===== config.mk =====
export PLATFORM = sky130hd
export DESIGN_NAME = address_set_table_core
export DESIGN_NICKNAME = d
export VERILOG_FILES = /design/src/ast_pkg.sv /design/src/ast_store.sv /design/src/ast_ctrl.sv /design/src/address_set_table_core.sv
export VERILOG_INCLUDE_DIRS = /design/src /design/src/src
export SDC_FILE = /design/constraint.sdc
export NUM_CORES = 1
export LEC_CHECK = 0
export BUFFER_PORTS_ARGS = -buffer_cell sky130_fd_sc_hd__buf_2
export CORE_MARGIN = 2
export CORE_UTILIZATION = 35
export DETAILED_ROUTE_END_ITERATION = 6
export GPL_ROUTABILITY_DRIVEN = 0
export SYNTH_ARGS = -nofsm -noshare
export SYNTH_HDL_FRONTEND = slang
export SYNTH_SLANG_ARGS = --single-unit

===== constraint.sdc =====
create_clock -name clock -period 6.47 [get_ports clock]
set_clock_uncertainty 0.2 [all_clocks]
set_input_delay 0.647 -clock clock [delete_from_list [all_inputs] [get_ports clock]]
set_output_delay 0.647 -clock clock [all_outputs]
set_load 0.01 [all_outputs]

===== src/address_set_table_core_macros.svh =====
// Assertion helpers for the address set table.
`ifndef ADDRESS_SET_TABLE_CORE_MACROS_SVH
`define ADDRESS_SET_TABLE_CORE_MACROS_SVH

// Check a condition at every clock edge outside reset.
`define AST_CHK(name, expr, msg) \
   name: assert property (@(posedge clock) disable iff (reset) (expr)) else $error(msg);

// Check that a condition is followed by another in the next cycle.
`define AST_CHK_NEXT(name, pre, post, msg) \
   name: assert property (@(posedge clock) disable iff (reset) (pre) |=> (post)) \
      else $error(msg);

`endif


===== src/ast_pkg.sv =====
package ast_pkg;

   // Default capacity of the set
   localparam int SET_DEPTH_DEF = 16;

   // Field widths of the beats
   localparam int ADDR_W   = 32;
   localparam int FUNC_W   = 2;
   localparam int STATUS_W = 3;
   localparam int COUNT_W  = 5;

   typedef enum logic [FUNC_W-1:0] {
      FUNC_ADD    = 2'd0,
      FUNC_REMOVE = 2'd1,
      FUNC_LOOKUP = 2'd2,
      FUNC_NOP    = 2'd3
   } func_type;

   typedef enum logic [STATUS_W-1:0] {
      STAT_OK        = 3'd0,
      STAT_INVALID   = 3'd1,
      STAT_FULL      = 3'd2,
      STAT_DUPLICATE = 3'd3,
      STAT_NOTFOUND  = 3'd4
   } status_type;

   typedef enum logic [2:0] {
      ST_IDLE,
      ST_SCAN,
      ST_ACT,
      ST_MOVE,
      ST_DONE
   } state_type;

   // Finished result handed from the sequencer to the output register
   typedef struct packed {
      logic               valid;
      status_type         status;
      logic               found;
      logic [COUNT_W-1:0] count;
   } res_type;

endpackage


===== src/ast_store.sv =====
module ast_store #(
   parameter int SET_DEPTH = ast_pkg::SET_DEPTH_DEF,
   localparam int IDX_W = (SET_DEPTH > 1) ? $clog2(SET_DEPTH) : 1
) (
   input  logic                        clock,
   input  logic                        rd_en,
   input  logic [IDX_W-1:0]            rd_idx,
   output logic [ast_pkg::ADDR_W-1:0]  rd_data,
   input  logic                        wr_en,
   input  logic [IDX_W-1:0]            wr_idx,
   input  logic [ast_pkg::ADDR_W-1:0]  wr_data
);

   logic [ast_pkg::ADDR_W-1:0] mem [SET_DEPTH];
   logic [ast_pkg::ADDR_W-1:0] rd_data_ff;

   // Write port
   always_ff @(posedge clock) begin
      if (wr_en) begin
         mem[wr_idx] <= wr_data;
      end
   end

   // Registered read port, hold data between reads
   always_ff @(posedge clock) begin
      if (rd_en) begin
         rd_data_ff <= mem[rd_idx];
      end
   end

   assign rd_data = rd_data_ff;

endmodule


===== src/ast_ctrl.sv =====
module ast_ctrl #(
   parameter int SET_DEPTH = ast_pkg::SET_DEPTH_DEF,
   localparam int IDX_W = (SET_DEPTH > 1) ? $clog2(SET_DEPTH) : 1
) (
   input  logic                        clock,
   input  logic                        reset,
   input  logic                        req_valid,
   output logic                        req_stall,
   input  ast_pkg::func_type           req_func,
   input  logic [ast_pkg::ADDR_W-1:0]  req_ip_address,
   input  logic                        res_take,
   output ast_pkg::res_type            res,
   output logic                        rd_en,
   output logic [IDX_W-1:0]            rd_idx,
   input  logic [ast_pkg::ADDR_W-1:0]  rd_data,
   output logic                        wr_en,
   output logic [IDX_W-1:0]            wr_idx,
   output logic [ast_pkg::ADDR_W-1:0]  wr_data
);

   localparam int CNT_W = $clog2(SET_DEPTH + 1);

   ast_pkg::state_type          state_ff, state_in;
   ast_pkg::func_type           func_ff, func_in;
   logic [ast_pkg::ADDR_W-1:0]  addr_ff, addr_in;
   logic [CNT_W-1:0]            count_ff, count_in;
   logic [CNT_W-1:0]            issue_ff, issue_in;
   logic                        pend_ff, pend_in;
   logic [IDX_W-1:0]            pend_idx_ff, pend_idx_in;
   logic                        hit_ff, hit_in;
   logic [IDX_W-1:0]            slot_ff, slot_in;
   ast_pkg::status_type         status_ff, status_in;
   logic                        found_ff, found_in;

   logic                        accept;
   logic [CNT_W-1:0]            last;
   logic [31:0]                 count_wide;

   assign accept     = req_valid && !req_stall;
   assign last       = count_ff - CNT_W'(1);
   assign count_wide = 32'(count_ff);

   // State and control registers
   always_ff @(posedge clock) begin
      if (reset) begin
         state_ff <= ast_pkg::ST_IDLE;
         count_ff <= '0;
         pend_ff  <= 1'b0;
      end else begin
         state_ff <= state_in;
         count_ff <= count_in;
         pend_ff  <= pend_in;
      end
   end

   // Working registers of the item in flight
   always_ff @(posedge clock) begin
      func_ff     <= func_in;
      addr_ff     <= addr_in;
      issue_ff    <= issue_in;
      pend_idx_ff <= pend_idx_in;
      hit_ff      <= hit_in;
      slot_ff     <= slot_in;
      status_ff   <= status_in;
      found_ff    <= found_in;
   end

   // Sequence scan, update and result
   always_comb begin
      state_in    = state_ff;
      func_in     = func_ff;
      addr_in     = addr_ff;
      count_in    = count_ff;
      issue_in    = issue_ff;
      pend_in     = pend_ff;
      pend_idx_in = pend_idx_ff;
      hit_in      = hit_ff;
      slot_in     = slot_ff;
      status_in   = status_ff;
      found_in    = found_ff;
      req_stall   = 1'b1;
      rd_en       = 1'b0;
      rd_idx      = issue_ff[IDX_W-1:0];
      wr_en       = 1'b0;
      wr_idx      = count_ff[IDX_W-1:0];
      wr_data     = addr_ff;
      res.valid   = 1'b0;
      res.status  = status_ff;
      res.found   = found_ff;
      res.count   = count_wide[ast_pkg::COUNT_W-1:0];

      case (state_ff)
         ast_pkg::ST_IDLE: begin
            req_stall = 1'b0;
            if (accept) begin
               func_in   = req_func;
               addr_in   = req_ip_address;
               issue_in  = '0;
               pend_in   = 1'b0;
               hit_in    = 1'b0;
               found_in  = 1'b0;
               status_in = ast_pkg::STAT_OK;
               if (req_func == ast_pkg::FUNC_ADD && req_ip_address == '0) begin
                  status_in = ast_pkg::STAT_INVALID;
                  state_in  = ast_pkg::ST_DONE;
               end else if (req_func == ast_pkg::FUNC_ADD &&
                            count_ff >= CNT_W'(SET_DEPTH)) begin
                  status_in = ast_pkg::STAT_FULL;
                  state_in  = ast_pkg::ST_DONE;
               end else if (req_func == ast_pkg::FUNC_NOP) begin
                  state_in = ast_pkg::ST_DONE;
               end else begin
                  state_in = ast_pkg::ST_SCAN;
               end
            end
         end

         ast_pkg::ST_SCAN: begin
            // Compare the entry read last cycle, issue the next read
            if (pend_ff && rd_data == addr_ff) begin
               hit_in   = 1'b1;
               slot_in  = pend_idx_ff;
               pend_in  = 1'b0;
               state_in = ast_pkg::ST_ACT;
            end else if (!pend_ff && issue_ff >= count_ff) begin
               hit_in   = 1'b0;
               state_in = ast_pkg::ST_ACT;
            end else if (issue_ff < count_ff) begin
               rd_en       = 1'b1;
               issue_in    = issue_ff + CNT_W'(1);
               pend_in     = 1'b1;
               pend_idx_in = issue_ff[IDX_W-1:0];
            end else begin
               pend_in = 1'b0;
            end
         end

         ast_pkg::ST_ACT: begin
            state_in = ast_pkg::ST_DONE;
            case (func_ff)
               ast_pkg::FUNC_ADD: begin
                  if (hit_ff) begin
                     status_in = ast_pkg::STAT_DUPLICATE;
                  end else begin
                     // Append at the end of the held entries
                     wr_en    = 1'b1;
                     count_in = count_ff + CNT_W'(1);
                  end
               end
               ast_pkg::FUNC_REMOVE: begin
                  if (hit_ff) begin
                     // Fetch the last entry to fill the freed slot
                     rd_en    = 1'b1;
                     rd_idx   = last[IDX_W-1:0];
                     state_in = ast_pkg::ST_MOVE;
                  end else begin
                     status_in = ast_pkg::STAT_NOTFOUND;
                  end
               end
               ast_pkg::FUNC_LOOKUP: begin
                  found_in = hit_ff;
               end
               default: begin
                  status_in = ast_pkg::STAT_OK;
               end
            endcase
         end

         ast_pkg::ST_MOVE: begin
            // Move the last entry into the freed slot and shrink
            wr_en    = 1'b1;
            wr_idx   = slot_ff;
            wr_data  = rd_data;
            count_in = last;
            state_in = ast_pkg::ST_DONE;
         end

         ast_pkg::ST_DONE: begin
            if (res_take) begin
               res.valid = 1'b1;
               state_in  = ast_pkg::ST_IDLE;
            end
         end

         default: begin
            state_in = ast_pkg::ST_IDLE;
         end
      endcase
   end

endmodule


===== src/address_set_table_core.sv =====
// Channel   Beat          Handshake            Payload
// req       one request   req_valid/req_stall  req_func, req_ip_address
// rsp       one result    rsp_valid/rsp_stall  rsp_status, rsp_found, rsp_entry_count
//
// One request at a time: accept, scan of the held entries at one read per cycle
// through the single registered read port, an update step, a move step for a
// remove that moves the last entry, then the result. A zero add, a full add or
// the unused selector skips the scan and the update and goes straight to the result.
// Sync reset empties the set.
// A stalled result waits in the output register while the next request runs.
`include "address_set_table_core_macros.svh"

module address_set_table_core #(
   parameter int SET_DEPTH = ast_pkg::SET_DEPTH_DEF
) (
   input  logic                          clock,
   input  logic                          reset,
   input  logic                          req_valid,
   output logic                          req_stall,
   input  logic [ast_pkg::FUNC_W-1:0]    req_func,
   input  logic [ast_pkg::ADDR_W-1:0]    req_ip_address,
   output logic                          rsp_valid,
   input  logic                          rsp_stall,
   output logic [ast_pkg::STATUS_W-1:0]  rsp_status,
   output logic                          rsp_found,
   output logic [ast_pkg::COUNT_W-1:0]   rsp_entry_count
);

   localparam int IDX_W = (SET_DEPTH > 1) ? $clog2(SET_DEPTH) : 1;

   ast_pkg::res_type             res;
   logic                         res_take;
   logic                         rd_en;
   logic [IDX_W-1:0]             rd_idx;
   logic [ast_pkg::ADDR_W-1:0]   rd_data;
   logic                         wr_en;
   logic [IDX_W-1:0]             wr_idx;
   logic [ast_pkg::ADDR_W-1:0]   wr_data;

   logic                          rsp_valid_ff, rsp_valid_in;
   logic [ast_pkg::STATUS_W-1:0]  rsp_status_ff, rsp_status_in;
   logic                          rsp_found_ff, rsp_found_in;
   logic [ast_pkg::COUNT_W-1:0]   rsp_count_ff, rsp_count_in;

   ast_ctrl #(
      .SET_DEPTH (SET_DEPTH)
   ) u_ctrl (
      .clock          (clock),
      .reset          (reset),
      .req_valid      (req_valid),
      .req_stall      (req_stall),
      .req_func       (ast_pkg::func_type'(req_func)),
      .req_ip_address (req_ip_address),
      .res_take       (res_take),
      .res            (res),
      .rd_en          (rd_en),
      .rd_idx         (rd_idx),
      .rd_data        (rd_data),
      .wr_en          (wr_en),
      .wr_idx         (wr_idx),
      .wr_data        (wr_data)
   );

   ast_store #(
      .SET_DEPTH (SET_DEPTH)
   ) u_store (
      .clock   (clock),
      .rd_en   (rd_en),
      .rd_idx  (rd_idx),
      .rd_data (rd_data),
      .wr_en   (wr_en),
      .wr_idx  (wr_idx),
      .wr_data (wr_data)
   );

   // Load the output register when empty or drained this cycle
   assign res_take = !rsp_valid_ff || !rsp_stall;

   always_comb begin
      rsp_valid_in  = rsp_valid_ff;
      rsp_status_in = rsp_status_ff;
      rsp_found_in  = rsp_found_ff;
      rsp_count_in  = rsp_count_ff;
      if (res.valid) begin
         rsp_valid_in  = 1'b1;
         rsp_status_in = res.status;
         rsp_found_in  = res.found;
         rsp_count_in  = res.count;
      end else if (!rsp_stall) begin
         rsp_valid_in = 1'b0;
      end
   end

   always_ff @(posedge clock) begin
      if (reset) begin
         rsp_valid_ff <= 1'b0;
      end else begin
         rsp_valid_ff <= rsp_valid_in;
      end
   end

   always_ff @(posedge clock) begin
      rsp_status_ff <= rsp_status_in;
      rsp_found_ff  <= rsp_found_in;
      rsp_count_ff  <= rsp_count_in;
   end

   assign rsp_valid       = rsp_valid_ff;
   assign rsp_status      = rsp_status_ff;
   assign rsp_found       = rsp_found_ff;
   assign rsp_entry_count = rsp_count_ff;

   `AST_CHK_NEXT(a_busy_after_accept, req_valid && !req_stall, req_stall, "idle after accept")
   `AST_CHK(a_result_only_in_flight, !res.valid || req_stall, "result while idle")
   `AST_CHK(a_found_ok, !(rsp_valid && rsp_found) || rsp_status == ast_pkg::STAT_OK, "found not ok")

endmodule


==> metrics.cfg, run 1 <==
[critical_path]
critical_path.most_common_cell=sky130_fd_sc_hd__buf_4
worst-endpoint-required_ps=6640
slowest_delay_ps=650
critPathMaxFanout=41
endpoint_kind=flip-flop
crit_buf_inv=2
setup.worst_path.start_class=flip-flop
worst_r2r_startpoint=u_ctrl.func_ff[1]$_DFFE_PP_
cp_slowest_cell=sky130_fd_sc_hd__buf_4
timing.critical_path.arrival_ps=4350
critical_path.top_delay_family=simple AND/OR/NAND/NOR gates
timing.critical_path.from=u_ctrl.func_ff[1]$_DFFE_PP_
worstPathCellList=nand3b_2 > nor2_8 > buf_4 > nor3_1 > a31oi_4 > buf_4 > or4_1 > o211ai_1
timing.setup.critical_path_class=reg -> reg

[synthesis]
post-synth-top-count-cell=sky130_fd_sc_hd__edfxtp_1
synth_top_area_share_pct=70.91
synth_enable_flop_cells=605
synthesis.area_mm2=0.02562
synth.area.top_cells=sky130_fd_sc_hd__edfxtp_1 71%, sky130_fd_sc_hd__nand2_1 2.7%, sky130_fd_sc_hd__mux2i_1 2.5%
yosys.area_share.adder_pct=0.3907
syn_area_per_cell_um2=14.62
async_reset_ff_share_pct=0
synthMuxAreaShare_pct=4.044
yosys_warnings=0
commonest_cells_post_synth=605 x sky130_fd_sc_hd__edfxtp_1, 185 x sky130_fd_sc_hd__nand2_1, 108 x sky130_fd_sc_hd__a21oi_1, 68 x sky130_fd_sc_hd__nor2_1, 66 x sky130_fd_sc_hd__o31ai_1
synth_top_family_by_area=compound AO/OA/AOI/OAI gates
mappedNetlistNets=1799
flip_flop_cell_with_the_highest_count_after_synthesis=sky130_fd_sc_hd__edfxtp_1
post_synth_xor_area_fraction_pct=1.436
post_synth_and_or_nand_nor_area_fraction_pct=9.406
synth_compound_gate_area_share_pct=10.30
synth_seq_area_share_pct=71.69
count_of_state_elements_after_synthesis=615
synth_cell_type_count=66
netlist_instances=1753
post-synth-top-area-cell=sky130_fd_sc_hd__edfxtp_1

[sta]
fmax_mhz=239.8
fin_crit_ps=4171
post-route-period-util_pct=64.47
finalSetupViolations=0
timing.final.hold_violations=0
setup-tns-final_ps=0
grt_setup_unrepaired=no
worst_slew_margin_rel_pct=21.67
tightest_slew_ps=1172
slew_viol_final=0

[die]
core-area_mm2=0.07271
die_x_um=274.6
io_pins=49
placementRows=99
die-area_mm2=0.07538
die_y_um=274.6
initial_core_util_pct=35.24

[clocking]
cts_buffers=61
ctsHtreeMaxLevel=2
cts_setup_buffers=0
post_cts_resized=0
clock_path_buffers=3
worst_skew_pair.late_latency_ps=650
cts_num_sinks=615
clock_tree_from_tritoncts=yes
clock_tree.root_cell=sky130_fd_sc_hd__clkbuf_16
cts.clk_slew.worst_paths_ps=60
number_of_buffers_added_to_fix_hold_violations_after_cts=19

[hold_path]
timing.hold.worst.class=in -> reg
holdCritStartpoint=req_ip_address[31]

[detailed_routing]
drt-wirelength-per-cell_um=26.75
routed-via-count=16470
antenna_violation_net_count_after_detailed_routing=0
finalWirelength_mm=75.42
post-route-drc-count=0
drt-initial-drc-count=2289
number_of_vias_per_cell=5.840
firstDrtPassIters=5

[pwr]
power.density_mw_per_mm2=309.8
power.leakage_nw=9.162
vdd.ir_drop.worst_v=0.0002154

[grt]
pin_count_of_the_biggest_net_entering_global_routing=47
grt_pass1_wl_mm=108.5
vias_in_the_first_global_route=15710
groute.usage.overall_pct=19.78
antenna_found_initial=0
grt_overflow_total=0

[place]
portBuffers=48
place_hpwl_mm=40.73

[layout]
finalNetCount=1857
fin_util_pct=40.05
areaGrowthSynthToFinish_pct=13.66
antenna-diode-count=0
drive_above_1_share_pct=14.24

[run]
max_cap_violations=0

[outcome]
status=finished, final reports clean

-- worst register-to-register path, stage by stage, from the launching register on --
cell and delay (ps):
sky130_fd_sc_hd__edfxtp_1 500, sky130_fd_sc_hd__nand3b_2 460, sky130_fd_sc_hd__nor2_8 640, sky130_fd_sc_hd__buf_4 680, sky130_fd_sc_hd__nor3_1 190, sky130_fd_sc_hd__a31oi_4 510
sky130_fd_sc_hd__buf_4 450, sky130_fd_sc_hd__or4_1 200, sky130_fd_sc_hd__o211ai_1 80
-- where the power goes --
group	internal [mW]	total, mW	switching (mW)
logic	0.293	0.937	0.643
clock network	2.01	3.54	1.53
registers	4.50	4.54	0.0451
total	6.80	9.02	2.22
-- per-layer routing --
layer  GRT usage [%]  share of wire [%]  vias to the layer above
li1                -                  -                     7026
met1           28.44                 43                     8373
met2           29.97                 45                      938
met3           3.657                9.7                      131
met4           7.037                3.2                        0
met5               0                  0                        -
-- cells in the final DEF, fill, tap and decap left out, types with 19 or more instances in the layout --
cell	instances
sky130_fd_sc_hd__a21oi_1	107
sky130_fd_sc_hd__a221oi_1	32
sky130_fd_sc_hd__a22o_1	31
sky130_fd_sc_hd__buf_2	48
sky130_fd_sc_hd__buf_4	44
sky130_fd_sc_hd__clkbuf_16	61
sky130_fd_sc_hd__dlygate4sd3_1	19
sky130_fd_sc_hd__edfxtp_1	605
sky130_fd_sc_hd__mux2_2	35
sky130_fd_sc_hd__mux2i_1	63
sky130_fd_sc_hd__nand2_1	182
sky130_fd_sc_hd__nor2_1	52
sky130_fd_sc_hd__o211ai_1	34
sky130_fd_sc_hd__o21ai_0	39
sky130_fd_sc_hd__o22ai_1	65
sky130_fd_sc_hd__o31ai_1	66
sky130_fd_sc_hd__or3_1	65
sky130_fd_sc_hd__or4_1	63
sky130_fd_sc_hd__xnor2_1	40
-- cell type report --
cell class,count,area (um2)
fillers,6537,43590
flip-flops and latches,615,18370
multi-input cells,1008,6756
clock buffers,76,1613
well taps,959,1200
repair buffers,111,760.7
clock inverters,37,366.6
inverters,14,52.55
-- through the flow --
step                instance area [um2]  hold WS, ps  power (mW)  setup slack, ps  cells
global route                      29120        7.442       9.271             2192   2820
global placement                  26950        201.8       5.517             2450   2688
floorplan                         25620        200.3       5.217             2973   1753
detailed placement                26950        204.5       5.538             2370   2688
finish                            29120        28.87       9.020             2299   2820
CTS                               29120        5.403       9.049             2361   2820
-- registers in the layout (all words and copies together) (netlist names), 2 cells and up --
| name | count |
|---|---|
| u_ctrl.func_ff | 2 |
| u_ctrl.count_ff | 5 |
| u_ctrl.addr_ff | 32 |
| u_ctrl.slot_ff | 4 |
| u_ctrl.issue_ff | 5 |
| rsp_entry_count | 5 |
| u_store.mem | 512 |
| u_ctrl.state_ff | 3 |
| u_store.rd_data | 32 |
| rsp_status | 3 |
| u_ctrl.pend_idx_ff | 4 |
| u_ctrl.status_ff | 3 |
-- kinds of logic (layout without fill, tap and decap cells) --
group	after synthesis	count (layout)
DFF	615	615
and+or+nand+nor	463	463
AOI/OAI and AO/OA	396	396
buffers and inverters	130	238
muxes	99	99
xor gates and xnor gates	42	42
adders and majority gates	8	8
-- worst paths after layout --
kind / cells past startpoint / end / slack (ps)
max reg2reg: 8 / u_store.rd_data[30]$_DFFE_PP_ / 2300
max: 8 / u_store.rd_data[30]$_DFFE_PP_ / 2300
min reg2reg: 0 / u_ctrl.slot_ff[0]$_DFFE_PP_ / 220
min: 1 / u_ctrl.addr_ff[31]$_DFFE_PP_ / 30
(Power assumes the default switching activity.)
==> run 2, diff against run 1 <==
--- a/config.mk
+++ b/config.mk
@@ -6,6 +6,7 @@
 export SDC_FILE = /design/constraint.sdc
 export NUM_CORES = 1
 export LEC_CHECK = 0
+export ABC_AREA = 1
 export BUFFER_PORTS_ARGS = -buffer_cell sky130_fd_sc_hd__buf_2
 export CORE_MARGIN = 2
 export CORE_UTILIZATION = 35
==> constraint.sdc (replaced) <==
create_clock -name clock -period 4.35 [get_ports clock]
set_clock_uncertainty 0.2 [all_clocks]
set_input_delay 0.435 -clock clock [delete_from_list [all_inputs] [get_ports clock]]
set_output_delay 0.435 -clock clock [all_outputs]
set_load 0.01 [all_outputs]
==> metrics.cfg, run 2 <==
[detailed_routing]
routed-via-count=17750  ; was 16,470
drt-wirelength-per-cell_um=18.87  ; was 26.75 um
drt-initial-drc-count=1561  ; was 2,289
number_of_vias_per_cell=4.814  ; was 5.840
finalWirelength_mm=69.57  ; was 75.42 mm
antenna_violation_net_count_after_detailed_routing=0  ; unchanged
firstDrtPassIters=5  ; unchanged
post-route-drc-count=0  ; unchanged

[synthesis]
synth_cell_type_count=34  ; was 66
post_synth_xor_area_fraction_pct=0.4261  ; was 1.436%
yosys.area_share.adder_pct=0.3746  ; was 0.3907%
post-synth-top-count-cell=sky130_fd_sc_hd__nand2_1  ; was sky130_fd_sc_hd__edfxtp_1
mappedNetlistNets=2607  ; was 1,799
synth_compound_gate_area_share_pct=2.275  ; was 10.30%
synthesis.area_mm2=0.02672  ; was 0.02562 mm2
synth_seq_area_share_pct=68.73  ; was 71.69%
async_reset_ff_share_pct=0  ; unchanged
post-synth-top-area-cell=sky130_fd_sc_hd__edfxtp_1  ; unchanged
syn_area_per_cell_um2=10.43  ; was 14.62 um2
synth_enable_flop_cells=605  ; unchanged
synth_top_area_share_pct=67.98  ; was 70.91%
synth_top_family_by_area=simple AND/OR/NAND/NOR gates  ; was compound AO/OA/AOI/OAI gates
count_of_state_elements_after_synthesis=615  ; unchanged
commonest_cells_post_synth=882 x sky130_fd_sc_hd__nand2_1, 605 x sky130_fd_sc_hd__edfxtp_1, 375 x sky130_fd_sc_hd__inv_1, 343 x sky130_fd_sc_hd__nand3_1, 77 x sky130_fd_sc_hd__nor2_1  ; was 605 x sky130_fd_sc_hd__edfxtp_1, 185 x sky130_fd_sc_hd__nand2_1, 108 x sky130_fd_sc_hd__a21oi_1, 68 x sky130_fd_sc_hd__nor2_1, 66 x sky130_fd_sc_hd__o31ai_1
synth.area.top_cells=sky130_fd_sc_hd__edfxtp_1 68%, sky130_fd_sc_hd__nand2_1 12%, sky130_fd_sc_hd__nand3_1 6.4%  ; was sky130_fd_sc_hd__edfxtp_1 71%, sky130_fd_sc_hd__nand2_1 2.7%, sky130_fd_sc_hd__mux2i_1 2.5%
yosys_warnings=0  ; unchanged
post_synth_and_or_nand_nor_area_fraction_pct=20.76  ; was 9.406%
flip_flop_cell_with_the_highest_count_after_synthesis=sky130_fd_sc_hd__edfxtp_1  ; unchanged
synthMuxAreaShare_pct=0  ; was 4.044%
netlist_instances=2561  ; was 1,753

[outcome]
status=finished, final reports clean  ; unchanged

[place]
placed_area_mm2=0.02833  ; was 0.02695 mm2
place_hpwl_mm=37.32  ; was 40.73 mm
portBuffers=48  ; unchanged
preCtsSetupSlack_ps=1137  ; was 2370 ps

[layout]
num-fill-cells=7193  ; was 6,537
mostFrequentLayoutCells=881 x sky130_fd_sc_hd__nand2_1, 605 x sky130_fd_sc_hd__edfxtp_1, 373 x sky130_fd_sc_hd__inv_1  ; was 605 x sky130_fd_sc_hd__edfxtp_1, 182 x sky130_fd_sc_hd__nand2_1, 107 x sky130_fd_sc_hd__a21oi_1
regMostFlops=u_store.mem  ; unchanged
drive_above_1_share_pct=8.490  ; was 14.24%
multi_input_comb_area_mm2=0.006550  ; was 0.006756 mm2
final_common_cell=sky130_fd_sc_hd__nand2_1  ; was sky130_fd_sc_hd__edfxtp_1
areaGrowthSynthToFinish_pct=15.49  ; was 13.66%
largest_reg_flops=512  ; unchanged
area.sequential_mm2=0.01837  ; about the same
fin_util_pct=40.70  ; was 40.05%
finalNetCount=2708  ; was 1,857
antenna-diode-count=0  ; unchanged
final_cell_area_mm2=0.03086  ; was 0.02912 mm2

[die]
core-area_mm2=0.07582  ; was 0.07271 mm2
placementRows=101  ; was 99
die_x_um=280.3  ; was 274.6 um
die-area_mm2=0.07858  ; was 0.07538 mm2
initial_core_util_pct=35.24  ; about the same
io_pins=49  ; unchanged
die_y_um=280.3  ; was 274.6 um

[critical_path]
worst-endpoint-required_ps=4370  ; was 6640 ps
setup_crit_end=u_store.mem[10][17]$_DFFE_PP_  ; was u_store.rd_data[30]$_DFFE_PP_
setup.reg_to_reg.worst_slack_ps=1110  ; was 2300 ps
timing.critical_path.from=u_ctrl.state_ff[1]$_SDFFE_PP0P_  ; was u_ctrl.func_ff[1]$_DFFE_PP_
timing.rr.end=u_store.mem[10][17]$_DFFE_PP_  ; was u_store.rd_data[30]$_DFFE_PP_
setup.worst_path.start_class=flip-flop  ; unchanged
timing.critical_path.arrival_ps=3250  ; was 4350 ps
timing.setup.critical_path_class=reg -> reg  ; unchanged
endpoint_kind=flip-flop  ; unchanged
critPathMaxFanout=63  ; was 41
timing.reg2reg.worst_path_depth=9  ; was 8
worst_r2r_startpoint=u_ctrl.state_ff[1]$_SDFFE_PP0P_  ; was u_ctrl.func_ff[1]$_DFFE_PP_

[clocking]
ctsHtreeMaxLevel=3  ; was 2
clock_tree.root_cell=sky130_fd_sc_hd__clkbuf_16  ; unchanged
clock_path_buffers=3  ; unchanged
clock_tree_from_tritoncts=yes  ; unchanged
cts_buffers=67  ; was 61
post_cts_resized=0  ; unchanged
cts.clk_slew.worst_paths_ps=60  ; about the same
worst_skew_pair.late_latency_ps=600  ; was 650 ps
cts_num_sinks=615  ; unchanged

[sta]
finalWorstSetupSlack_ps=1113  ; was 2299 ps
slew_viol_final=0  ; unchanged
post-route-period-util_pct=74.41  ; was 64.47%
finalSetupViolations=0  ; unchanged
fin_crit_ps=3237  ; was 4171 ps
worst_slew_margin_rel_pct=22.63  ; was 21.67%
setup-tns-final_ps=0  ; unchanged
timing.final.hold_violations=0  ; unchanged
grt_setup_unrepaired=no  ; unchanged
fmax_mhz=308.9  ; was 239.8 MHz
tightest_slew_ps=1153  ; was 1172 ps

[grt]
groute.usage.overall_pct=17.85  ; was 19.78%
vias_in_the_first_global_route=17010  ; was 15,710
grt_overflow_total=0  ; unchanged
grt_pass1_wl_mm=104.8  ; was 108.5 mm
antenna_found_initial=3  ; was 0
pin_count_of_the_biggest_net_entering_global_routing=114  ; was 47

[pwr]
p_total_mw=14.78  ; was 9.020 mW
power.leakage_nw=12.58  ; was 9.162 nW
power.density_mw_per_mm2=479.0  ; was 309.8 mW/mm2
vdd.ir_drop.worst_v=0.0002895  ; was 0.0002154 V

[run]
max_cap_violations=0  ; unchanged

[hold_path]
timing.hold.worst.class=in -> reg  ; unchanged

==> run 2: cell types whose count changed after synthesis, moves of 34 or more <==
cell                       previous run  this run
sky130_fd_sc_hd__xnor2_1             40         6
sky130_fd_sc_hd__nand2_1            185       882
sky130_fd_sc_hd__mux2i_1             63         0
sky130_fd_sc_hd__o31ai_1             66         0
sky130_fd_sc_hd__or4_1               63         0
sky130_fd_sc_hd__or3_1               65         0
sky130_fd_sc_hd__clkbuf_1            62        17
sky130_fd_sc_hd__nand3_1             13       343
sky130_fd_sc_hd__mux2_2              35         0
sky130_fd_sc_hd__o22ai_1             65         1
sky130_fd_sc_hd__buf_2               20        76
sky130_fd_sc_hd__inv_1               13       375
sky130_fd_sc_hd__a21oi_1            108        12
==> run 2: kinds of logic (layout without fill, tap and decap cells) <==
group           count (synthesis)  in the layout
compound gates                100            100
xor+xnor                       13             13
fa+ha+maj                       8              8
buf+inv                       489            637
flops                         615            615
simple gates                 1336           1336
==> run 2: layout make-up <==
| type | instances | share of cell area (%) |
|---|---|---|
| clock buffer | 87 | 5.984 |
| clock inverter | 29 | 1.009 |
| inverter | 379 | 4.618 |
| multi-input combinational | 1457 | 21.22 |
| sequential | 615 | 59.51 |
| tap | 978 | 3.965 |
| timing repair buffer | 142 | 3.689 |
==> run 2: timing repair <==
| action | 4_1_cts | 5_1_grt |
|---|---|---|
| hold buffers | 37 | 0 |
| hold endpoints to repair | 43 | 0 |
| buffers inserted | 0 | 0 |
==> run 2: worst min path at each step <==
stage	from	to	slack [ps]	depth (start not counted)
after floorplan	u_ctrl.found_ff$_SDFFCE_PN0P_	rsp_found$_DFFE_PP_	200	0
after CTS	req_valid	u_ctrl.func_ff[0]$_DFFE_PP_	90	3
after detailed placement	u_ctrl.status_ff[0]$_DFFE_PP_	rsp_status[0]$_DFFE_PP_	210	0
final	req_valid	u_ctrl.func_ff[0]$_DFFE_PP_	120	3
after global placement	u_ctrl.pend_idx_ff[2]$_DFFE_PP_	u_ctrl.slot_ff[2]$_DFFE_PP_	200	0
after global routing	req_valid	u_ctrl.func_ff[0]$_DFFE_PP_	150	3
==> run 2: routing by layer <==
metal / vias up / share of wire, % / track usage, %
met5: - / 0.049 / 0
li1: 8614 / - / -
met4: 6 / 2.8 / 6.362
met2: 574 / 45 / 28.05
met1: 8432 / 45 / 25.12
met3: 124 / 6.6 / 2.756
==> run 2: critical path, stage by stage, from the launching register on <==
cell and delay, ps:
sky130_fd_sc_hd__dfxtp_1 430, sky130_fd_sc_hd__inv_1 110, sky130_fd_sc_hd__nor3_4 140, sky130_fd_sc_hd__buf_4 540, sky130_fd_sc_hd__nand2_1 100, sky130_fd_sc_hd__o21a_1 160, sky130_fd_sc_hd__inv_1 70, sky130_fd_sc_hd__nand2_1 230
sky130_fd_sc_hd__nor2_4 210, sky130_fd_sc_hd__buf_4 580
==> run 2: where the power goes <==
part           internal (mW)  switching [mW]
registers               6.81          0.0802
logic                  0.632            1.63
clock network           3.40            2.24
==> run 2: metrics by stage <==
stage | hold WS (ps) | instances
finish | 124.7 | 3687
global placement | 200.1 | 3534
detailed placement | 205.2 | 3534
floorplan | 200.3 | 2561
global route | 152.6 | 3687
CTS | 89.59 | 3687
